[config.mk]
export PLATFORM = sky130hd
export DESIGN_NAME = price_level_book_update_core
export DESIGN_NICKNAME = d
export VERILOG_FILES = /design/src/hw/rtl/plbu_pkg.sv /design/src/hw/rtl/plbu_ram.sv /design/src/hw/rtl/plbu_alu.sv /design/src/hw/rtl/price_level_book_update_core.sv
export SDC_FILE = /design/constraint.sdc
export NUM_CORES = 2
export LEC_CHECK = 0
export BUFFER_PORTS_ARGS = -buffer_cell sky130_fd_sc_hd__buf_2
export CELL_PAD_IN_SITES_DETAIL_PLACEMENT = 1
export CELL_PAD_IN_SITES_GLOBAL_PLACEMENT = 2
export CORE_MARGIN = 8
export CORE_UTILIZATION = 50
export CTS_CLUSTER_SIZE = 25
export DETAILED_ROUTE_END_ITERATION = 7
export PLACE_DENSITY = 0.81
export SETUP_SLACK_MARGIN = 0.2
export SLEW_MARGIN = 0
export SYNTH_ARGS = -nofsm -noshare
export SYNTH_HDL_FRONTEND = slang
export SYNTH_HIERARCHICAL = 1
export SYNTH_SLANG_ARGS = --single-unit
[constraint.sdc]
create_clock -name clk_i -period 12.02 [get_ports clk_i]
set_clock_uncertainty 0.15 [all_clocks]
set_input_delay 2.404 -clock clk_i [delete_from_list [all_inputs] [get_ports clk_i]]
set_output_delay 2.404 -clock clk_i [all_outputs]
set_load 0.05 [all_outputs]
[src/hw/rtl/plbu_pkg.sv]
`default_nettype none
package plbu_pkg;

  typedef struct packed {
    logic        side_is_ask;
    logic [31:0] price;
    logic [31:0] size;
  } plbu_in_t;

  typedef struct packed {
    logic        bid_valid;
    logic [31:0] bid_price;
    logic [31:0] bid_size;
    logic        ask_valid;
    logic [31:0] ask_price;
    logic [31:0] ask_size;
  } plbu_out_t;

  // result of the shared compare / add unit
  typedef struct packed {
    logic        ahead;   // stored level ranks strictly ahead of the update price
    logic        equal;
    logic [31:0] sum;     // saturated size sum
  } plbu_alu_res_t;

  typedef enum logic [2:0] {
    ST_IDLE,
    ST_SCAN_RD,
    ST_SCAN_CMP,
    ST_INS_START,
    ST_SHIFT_RD,
    ST_SHIFT_WR,
    ST_INS_WR,
    ST_DONE
  } plbu_state_e;

  localparam logic [31:0] SIZE_MAX = 32'hFFFF_FFFF;

endpackage
`default_nettype wire

[src/hw/rtl/plbu_ram.sv]
`default_nettype none
module plbu_ram #(
  parameter int Width = 64,
  parameter int Depth = 32
) (
  input  wire logic                     clk_i,
  input  wire logic                     we_i,
  input  wire logic [$clog2(Depth)-1:0] waddr_i,
  input  wire logic [Width-1:0]         wdata_i,
  input  wire logic [$clog2(Depth)-1:0] raddr_i,
  output      logic [Width-1:0]         rdata_o
);

  logic [Width-1:0] mem_q [Depth];

  always_ff @(posedge clk_i) begin
    if (we_i) begin
      mem_q[waddr_i] <= wdata_i;
    end
    rdata_o <= mem_q[raddr_i];
  end

endmodule
`default_nettype wire

[src/hw/rtl/plbu_alu.sv]
`default_nettype none
module plbu_alu import plbu_pkg::*; (
  input  wire logic        ask_i,
  input  wire logic [31:0] lvl_price_i,
  input  wire logic [31:0] lvl_size_i,
  input  wire logic [31:0] upd_price_i,
  input  wire logic [31:0] upd_size_i,
  output      plbu_alu_res_t res_o
);

  logic [32:0] sum_full;

  always_comb begin
    sum_full    = {1'b0, lvl_size_i} + {1'b0, upd_size_i};
    res_o.ahead = ask_i ? (lvl_price_i < upd_price_i) : (lvl_price_i > upd_price_i);
    res_o.equal = (lvl_price_i == upd_price_i);
    res_o.sum   = sum_full[32] ? SIZE_MAX : sum_full[31:0];
  end

endmodule
`default_nettype wire

[src/hw/rtl/price_level_book_update_core.sv]
// Price-level book: sorted bid (descending) and ask (ascending) level tables.
//
// Input channel in_valid_i / in_ready_o / in_data_i carries one update word:
// side, price in ticks, size in lots. Size zero removes the level; any other
// size adds to it (creating it if absent), saturating at all ones. A side
// that grows past LEVELS drops its worst level.
// Output channel out_valid_o / out_ready_i / out_data_o carries one word per
// update: best bid and best ask with valid flags (price/size 0 when empty).
//
// An update scans S levels that rank ahead of the update price's slot and then
// moves M levels for an insert or delete (S + M <= LEVELS). Both tables live
// in one single-port-write RAM with registered read, so each scan compare and
// each level move is a read state (SCAN_RD / SHIFT_RD) followed by a compare
// or write state (SCAN_CMP / SHIFT_WR).
// in_ready_o is high only while idle. A finished word sits in the output
// register; the next update is accepted and worked on meanwhile, and only
// its final hand-off waits if the receiver still stalls.
// Reset clears both level counts and the output valid; RAM contents are
// never cleared, since only entries below the count are used.
`default_nettype none
module price_level_book_update_core import plbu_pkg::*; #(
  parameter int LEVELS = 16
) (
  input  wire logic      clk_i,
  input  wire logic      rst_ni,
  input  wire logic      in_valid_i,
  output      logic      in_ready_o,
  input  wire plbu_in_t  in_data_i,
  output      logic      out_valid_o,
  input  wire logic      out_ready_i,
  output      plbu_out_t out_data_o
);

  // index width for a level slot, count width to hold 0..LEVELS
  localparam int IW    = (LEVELS > 1) ? $clog2(LEVELS) : 1;
  localparam int CW    = $clog2(LEVELS + 1);
  localparam int Depth = 2 * (1 << IW);
  localparam logic [CW-1:0] LvlC = CW'(LEVELS);
  localparam logic [CW-1:0] OneC = CW'(1);

  plbu_state_e state_q, state_d;

  logic          side_q, side_d;
  logic [31:0]   price_q, price_d;
  logic [31:0]   size_q, size_d;
  logic [CW-1:0] n_q, n_d;          // level count of the side being updated
  logic [CW-1:0] i_q, i_d;          // scan position / target slot
  logic [CW-1:0] k_q, k_d;          // move position
  logic          del_q, del_d;      // moves run toward the top (delete)

  logic [CW-1:0] bid_cnt_q, ask_cnt_q;
  logic [31:0]   bid_best_price_q, bid_best_size_q;
  logic [31:0]   ask_best_price_q, ask_best_size_q;

  logic      out_valid_q;
  plbu_out_t out_q, out_d;
  logic      out_load;

  logic          cnt_we;
  logic [CW-1:0] cnt_new;
  logic [CW-1:0] k_start;
  logic [CW-1:0] rd_idx;

  logic          ram_we;
  logic [CW-1:0] wr_idx;
  logic [63:0]   ram_wdata;
  logic [63:0]   ram_rdata;

  plbu_alu_res_t alu_res;

  // shared compare / saturating add on the level just read
  plbu_alu u_alu (
    .ask_i       (side_q),
    .lvl_price_i (ram_rdata[63:32]),
    .lvl_size_i  (ram_rdata[31:0]),
    .upd_price_i (price_q),
    .upd_size_i  (size_q),
    .res_o       (alu_res)
  );

  // both tables: side bit selects the upper half
  plbu_ram #(
    .Width (64),
    .Depth (Depth)
  ) u_ram (
    .clk_i   (clk_i),
    .we_i    (ram_we),
    .waddr_i ({side_q, wr_idx[IW-1:0]}),
    .wdata_i (ram_wdata),
    .raddr_i ({side_q, rd_idx[IW-1:0]}),
    .rdata_o (ram_rdata)
  );

  assign in_ready_o  = (state_q == ST_IDLE);
  assign out_valid_o = out_valid_q;
  assign out_data_o  = out_q;

  // output word from the live best registers
  always_comb begin
    out_d.bid_valid = (bid_cnt_q != '0);
    out_d.bid_price = out_d.bid_valid ? bid_best_price_q : 32'd0;
    out_d.bid_size  = out_d.bid_valid ? bid_best_size_q  : 32'd0;
    out_d.ask_valid = (ask_cnt_q != '0);
    out_d.ask_price = out_d.ask_valid ? ask_best_price_q : 32'd0;
    out_d.ask_size  = out_d.ask_valid ? ask_best_size_q  : 32'd0;
  end

  assign k_start = (n_q == LvlC) ? (LvlC - OneC) : n_q;

  always_comb begin
    state_d   = state_q;
    side_d    = side_q;
    price_d   = price_q;
    size_d    = size_q;
    n_d       = n_q;
    i_d       = i_q;
    k_d       = k_q;
    del_d     = del_q;
    cnt_we    = 1'b0;
    cnt_new   = n_q;
    ram_we    = 1'b0;
    wr_idx    = i_q;
    ram_wdata = {price_q, size_q};
    rd_idx    = i_q;
    out_load  = 1'b0;

    unique case (state_q)
      ST_IDLE: begin
        if (in_valid_i) begin
          side_d  = in_data_i.side_is_ask;
          price_d = in_data_i.price;
          size_d  = in_data_i.size;
          n_d     = in_data_i.side_is_ask ? ask_cnt_q : bid_cnt_q;
          i_d     = '0;
          state_d = ST_SCAN_RD;
        end
      end
      ST_SCAN_RD: begin
        rd_idx = i_q;
        if (i_q == n_q) begin
          state_d = ST_INS_START;
        end else begin
          state_d = ST_SCAN_CMP;
        end
      end
      ST_SCAN_CMP: begin
        if (alu_res.ahead) begin
          i_d     = i_q + OneC;
          state_d = ST_SCAN_RD;
        end else if (alu_res.equal) begin
          if (size_q == 32'd0) begin
            del_d = 1'b1;
            k_d   = i_q;
            if ({1'b0, i_q} + {1'b0, OneC} < {1'b0, n_q}) begin
              state_d = ST_SHIFT_RD;
            end else begin
              cnt_we  = 1'b1;
              cnt_new = n_q - OneC;
              state_d = ST_DONE;
            end
          end else begin
            ram_we    = 1'b1;
            wr_idx    = i_q;
            ram_wdata = {price_q, alu_res.sum};
            state_d   = ST_DONE;
          end
        end else begin
          state_d = ST_INS_START;
        end
      end
      ST_INS_START: begin
        del_d = 1'b0;
        if (size_q == 32'd0 || i_q == LvlC) begin
          // absent level removed, or new level falls off the end
          state_d = ST_DONE;
        end else if (k_start > i_q) begin
          k_d     = k_start;
          state_d = ST_SHIFT_RD;
        end else begin
          state_d = ST_INS_WR;
        end
      end
      ST_SHIFT_RD: begin
        rd_idx  = del_q ? (k_q + OneC) : (k_q - OneC);
        state_d = ST_SHIFT_WR;
      end
      ST_SHIFT_WR: begin
        ram_we    = 1'b1;
        wr_idx    = k_q;
        ram_wdata = ram_rdata;
        if (del_q) begin
          if ({1'b0, k_q} + {1'b0, OneC} + {1'b0, OneC} < {1'b0, n_q}) begin
            k_d     = k_q + OneC;
            state_d = ST_SHIFT_RD;
          end else begin
            cnt_we  = 1'b1;
            cnt_new = n_q - OneC;
            state_d = ST_DONE;
          end
        end else begin
          k_d = k_q - OneC;
          if ((k_q - OneC) > i_q) begin
            state_d = ST_SHIFT_RD;
          end else begin
            state_d = ST_INS_WR;
          end
        end
      end
      ST_INS_WR: begin
        ram_we    = 1'b1;
        wr_idx    = i_q;
        ram_wdata = {price_q, size_q};
        cnt_we    = 1'b1;
        cnt_new   = (n_q == LvlC) ? n_q : (n_q + OneC);
        state_d   = ST_DONE;
      end
      ST_DONE: begin
        if (!out_valid_q || out_ready_i) begin
          out_load = 1'b1;
          state_d  = ST_IDLE;
        end
      end
      default: begin
        state_d = ST_IDLE;
      end
    endcase
  end

  always_ff @(posedge clk_i or negedge rst_ni) begin
    if (!rst_ni) begin
      state_q     <= ST_IDLE;
      bid_cnt_q   <= '0;
      ask_cnt_q   <= '0;
      out_valid_q <= 1'b0;
    end else begin
      state_q <= state_d;
      if (cnt_we) begin
        if (side_q) begin
          ask_cnt_q <= cnt_new;
        end else begin
          bid_cnt_q <= cnt_new;
        end
      end
      if (out_load) begin
        out_valid_q <= 1'b1;
      end else if (out_ready_i) begin
        out_valid_q <= 1'b0;
      end
    end
  end

  // payload and working registers
  always_ff @(posedge clk_i) begin
    side_q  <= side_d;
    price_q <= price_d;
    size_q  <= size_d;
    n_q     <= n_d;
    i_q     <= i_d;
    k_q     <= k_d;
    del_q   <= del_d;
    if (out_load) begin
      out_q <= out_d;
    end
    // shadow of slot 0 of each side
    if (ram_we && wr_idx == '0) begin
      if (side_q) begin
        ask_best_price_q <= ram_wdata[63:32];
        ask_best_size_q  <= ram_wdata[31:0];
      end else begin
        bid_best_price_q <= ram_wdata[63:32];
        bid_best_size_q  <= ram_wdata[31:0];
      end
    end
  end

  // counts never exceed LEVELS
  assert property (@(posedge clk_i) disable iff (!rst_ni)
    (bid_cnt_q <= LvlC) && (ask_cnt_q <= LvlC))
    else $error("level count above LEVELS");

  // the table is written only while an update is in progress
  assert property (@(posedge clk_i) disable iff (!rst_ni)
    ram_we |-> (state_q != ST_IDLE && state_q != ST_DONE))
    else $error("table write outside an update");

  // the scan never runs past the stored levels
  assert property (@(posedge clk_i) disable iff (!rst_ni)
    (state_q == ST_SCAN_RD || state_q == ST_SCAN_CMP) |-> (i_q <= n_q))
    else $error("scan index beyond count");

  // a word held while the receiver stalls is not overwritten
  assert property (@(posedge clk_i) disable iff (!rst_ni)
    (out_valid_q && !out_ready_i) |=> !$past(out_load))
    else $error("output word overwritten");

endmodule
`default_nettype wire
==> impl_metrics.py <==
metrics = {
    "flow_run": {
        "maxCapViolations": 0,
    },
    "global_route": {
        "grt_pass1_wl_microns": 381900,
        "globalRouteOverflowTotal": 0,
        "grt_antenna_before_repair": 20,
        "first_global_vias": 50160,
        "largest_net_degree_at_the_start_of_global_routing": 116,
        "grt_util_all_layers_pct": 26.04,
    },
    "sta": {
        "tightestPinTransition_ns": 1.343,
        "timing.slew.headroom_pct": 10.25,
        "fin_tns_setup_ns": 0,
        "rsz0062_at_grt": "no",
        "clock.fmax_ghz": 0.1335,
        "drv_slew": 0,
        "setup_viol": 0,
        "post-route-period-util_pct": 62.34,
        "fin_worst_hold_slack_ns": 0.3715,
        "final-hold-violation-count": 0,
        "layout_min_cycle_time_ns": 7.493,
    },
    "routing": {
        "antenna_violating_nets_post_route": 0,
        "detail_route.iter0.violations": 6171,
        "drt_first_pass_iters": 5,
        "remaining_drc_errors": 0,
        "average_detailed_routed_wire_length_per_instance_microns": 35.54,
        "routed_via_density": 6.399,
        "vias": 48640,
        "detail_route.wirelength_microns": 270100,
    },
    "yosys": {
        "syn_avg_cell_area_sq_um": 21.36,
        "synth-main-ff-cell": "sky130_fd_sc_hd__edfxtp_1",
        "ys_ff_latch": 2465,
        "yosysSeqAreaShare_pct": 76.29,
        "synth_cell_types": 85,
        "netlist_area_sq_um": 96100,
        "post_synth_inst_count": 4498,
        "ys.warnings.count": 6,
        "synth_async_sr_flop_share_pct": 0.5680,
        "synth_edf_count": 2387,
        "synth_fp_nets": 4661,
    },
    "run_status": {
        "status": "finished clean",
    },
    "setup_path": {
        "critical_path_peak_fanout": 38,
        "critical_register_to_register_path_startpoint": "price_q[30]",
        "cp_data_arrival_time_ns": 7.82,
        "path_depth_of_the_worst_reg2reg_path": 15,
        "crit_path_start_kind": "flop",
        "worstPathRequired_ns": 12.35,
        "cp-end-kind": "flop",
        "criticalPathCategory": "flop to flop",
        "critPathLaunch": "price_q[30]",
    },
    "finish": {
        "area_growth_pct": 13.01,
        "layout_common_cells": "2387 x sky130_fd_sc_hd__edfxtp_1, 602 x sky130_fd_sc_hd__mux4_2, 244 x sky130_fd_sc_hd__clkbuf_16, 227 x sky130_fd_sc_hd__nand2_1, 200 x sky130_fd_sc_hd__buf_2",
        "layout.cells.most_common": "sky130_fd_sc_hd__edfxtp_1",
        "seqCellArea_sq_um": 73310,
        "stdcell_count": 7601,
        "design.final.nets": 5021,
        "drive_above_1_share_pct": 28.67,
        "finish.instance_area_sq_um": 108600,
        "area_occupied_by_multi_input_gates_sq_um": 21930,
        "fillCellCount": 16360,
    },
    "clocking": {
        "clkLatencyLatePin_ns": 0.89,
        "cts_hold_repair.buffers": 0,
        "tritoncts_buffer_count": 239,
        "post_cts_repair_setup_buffers": 0,
        "clk_path_buf_depth": 3,
        "cts_root_buffer": "sky130_fd_sc_hd__clkbuf_16",
        "post_cts_resize_count": 0,
        "cts_num_sinks": 2465,
        "clk_pin_slew_ns": 0.06,
        "cts-htree-levels": 4,
        "cts_tree": "yes",
    },
    "floorplanning": {
        "core.rowCount": 161,
        "die-area_sq_um": 206500,
        "chipWidth_microns": 454.4,
        "start_util_pct": 50.11,
        "dieHeight_microns": 454.4,
        "io_pins": 201,
        "design.core.area_sq_um": 191800,
    },
    "pwr": {
        "pwr_density_cell_nw_per_um2": 268.8,
        "p_sw_share_pct": 34.29,
        "fin_total_pwr_mw": 29.19,
        "power_frac_clock_pct": 25.5,
        "leakage_nw": 35.14,
        "pwr-share-comb_pct": 34.6,
        "int_power_mw": 19.18,
        "vdd_drop_max_mv": 0.2344,
        "p_sw_mw": 10.01,
        "seq_power_share_pct": 39.9,
    },
    "placed_design": {
        "hpwl_microns": 159900,
        "placedInstanceArea_sq_um": 100700,
        "place.port_buffers": 200,
        "placed_cells_incl_taps": 7142,
        "routabilityCongestion": 0.8362,
    },
    "worst_hold_path": {
        "worstHoldPathType": "flop to flop",
        "hp-start": "ask_cnt_q[4]",
        "number_of_stages_on_the_worst_hold_path": 1,
    },
}
state kept, by name (all words and copies together) (netlist names), 32 cells and up:
signal            cells
u_ram/mem_q        2048
ask_best_price_q     32
bid_best_price_q     32
out_data_o          130
bid_best_size_q      32
size_q               32
u_ram/rdata_o        64
price_q              32
ask_best_size_q      32
through the flow:
step                      util, %  worst slack [ns]
after detailed placement    52.53             4.834
after global routing        56.62             4.396
after CTS                   56.61             4.786
after floorplan                 -             5.261
final                       56.63             4.527
after global placement      52.53             4.935
power groups by stage:
| stage | Clock, mW | Sequential, mW | Combinational [mW] |
|---|---|---|---|
| after floorplan | 0 | 12.0 | 6.04 |
| after global placement | 0 | 11.8 | 9.83 |
| after detailed placement | 0 | 11.8 | 10.0 |
| after CTS | 7.54 | 11.7 | 10.1 |
| after global routing | 7.80 | 11.7 | 10.6 |
| final | 7.45 | 11.6 | 10.1 |
layout make-up:
cell class	instances	area share, %
well taps	2526	2.910
multi-input cells	1753	20.19
repair buffers	334	1.947
clock buffers	327	6.075
clock inverters	124	1.126
flip-flops and latches	2465	67.51
diodes	7	0.01613
inverters	65	0.2293
cell usage after synthesis (62+ instances only):
master / count / area [sq um]
sky130_fd_sc_hd__buf_2: 76 / 380.4
sky130_fd_sc_hd__clkbuf_1: 87 / 326.6
sky130_fd_sc_hd__dfxtp_1: 64 / 1281
sky130_fd_sc_hd__edfxtp_1: 2387 / 71680
sky130_fd_sc_hd__ha_1: 93 / 1164
sky130_fd_sc_hd__inv_1: 62 / 232.7
sky130_fd_sc_hd__mux2_2: 82 / 923.4
sky130_fd_sc_hd__mux4_2: 602 / 13560
sky130_fd_sc_hd__nand2_1: 235 / 882.1
sky130_fd_sc_hd__nor2_1: 74 / 277.8
sky130_fd_sc_hd__nor2b_1: 145 / 907.1
sky130_fd_sc_hd__o21ai_0: 66 / 330.3
worst paths after layout:
kind / slack (ns) / end
setup / recovery: 4.53 / u_ram/mem_q[21][63]
hold / removal: 0.37 / ask_cnt_q[4]
setup reg to reg: 4.53 / u_ram/mem_q[21][63]
hold reg to reg: 0.37 / ask_cnt_q[4]
max in group asynchronous: 10.19 / ask_cnt_q[4]
min in group asynchronous: 1.27 / bid_cnt_q[0]
kinds of logic after synthesis:
kind of cell | after synthesis | share of synthesized area, %
flops | 2465 | 76.29
mux | 727 | 15.53
simple gates | 580 | 3.018
compound gates | 312 | 2.258
buf+inv | 280 | 1.314
fa+ha+maj | 94 | 1.232
xor+xnor | 40 | 0.3646
layer usage:
metal  routed length (microns)  up-vias  GRT usage, %
met2                    131400     2817         42.63
met1                    104300    26070         36.16
met4                      7826        6         7.001
met3                     26540      419         5.274
met5                        47        -             0
li1                          -    19330             -
worst max-delay path, cell delays in order, from the launching register on:
cell and delay, ns:
sky130_fd_sc_hd__edfxtp_1 0.35, sky130_fd_sc_hd__inv_1 0.06, sky130_fd_sc_hd__ha_1 0.31, sky130_fd_sc_hd__nand4_1 0.24, sky130_fd_sc_hd__nor4_1 0.33, sky130_fd_sc_hd__buf_4 0.20, sky130_fd_sc_hd__and3_1 0.70, sky130_fd_sc_hd__a211oi_1 0.10
sky130_fd_sc_hd__a31o_2 0.38, sky130_fd_sc_hd__nor2b_1 0.36, sky130_fd_sc_hd__nand3_1 0.30, sky130_fd_sc_hd__or2_2 0.50, sky130_fd_sc_hd__nand2_1 0.28, sky130_fd_sc_hd__nand3b_1 0.65, sky130_fd_sc_hd__nor2_4 1.28, sky130_fd_sc_hd__buf_4 0.81
(Power assumes the default switching activity.)
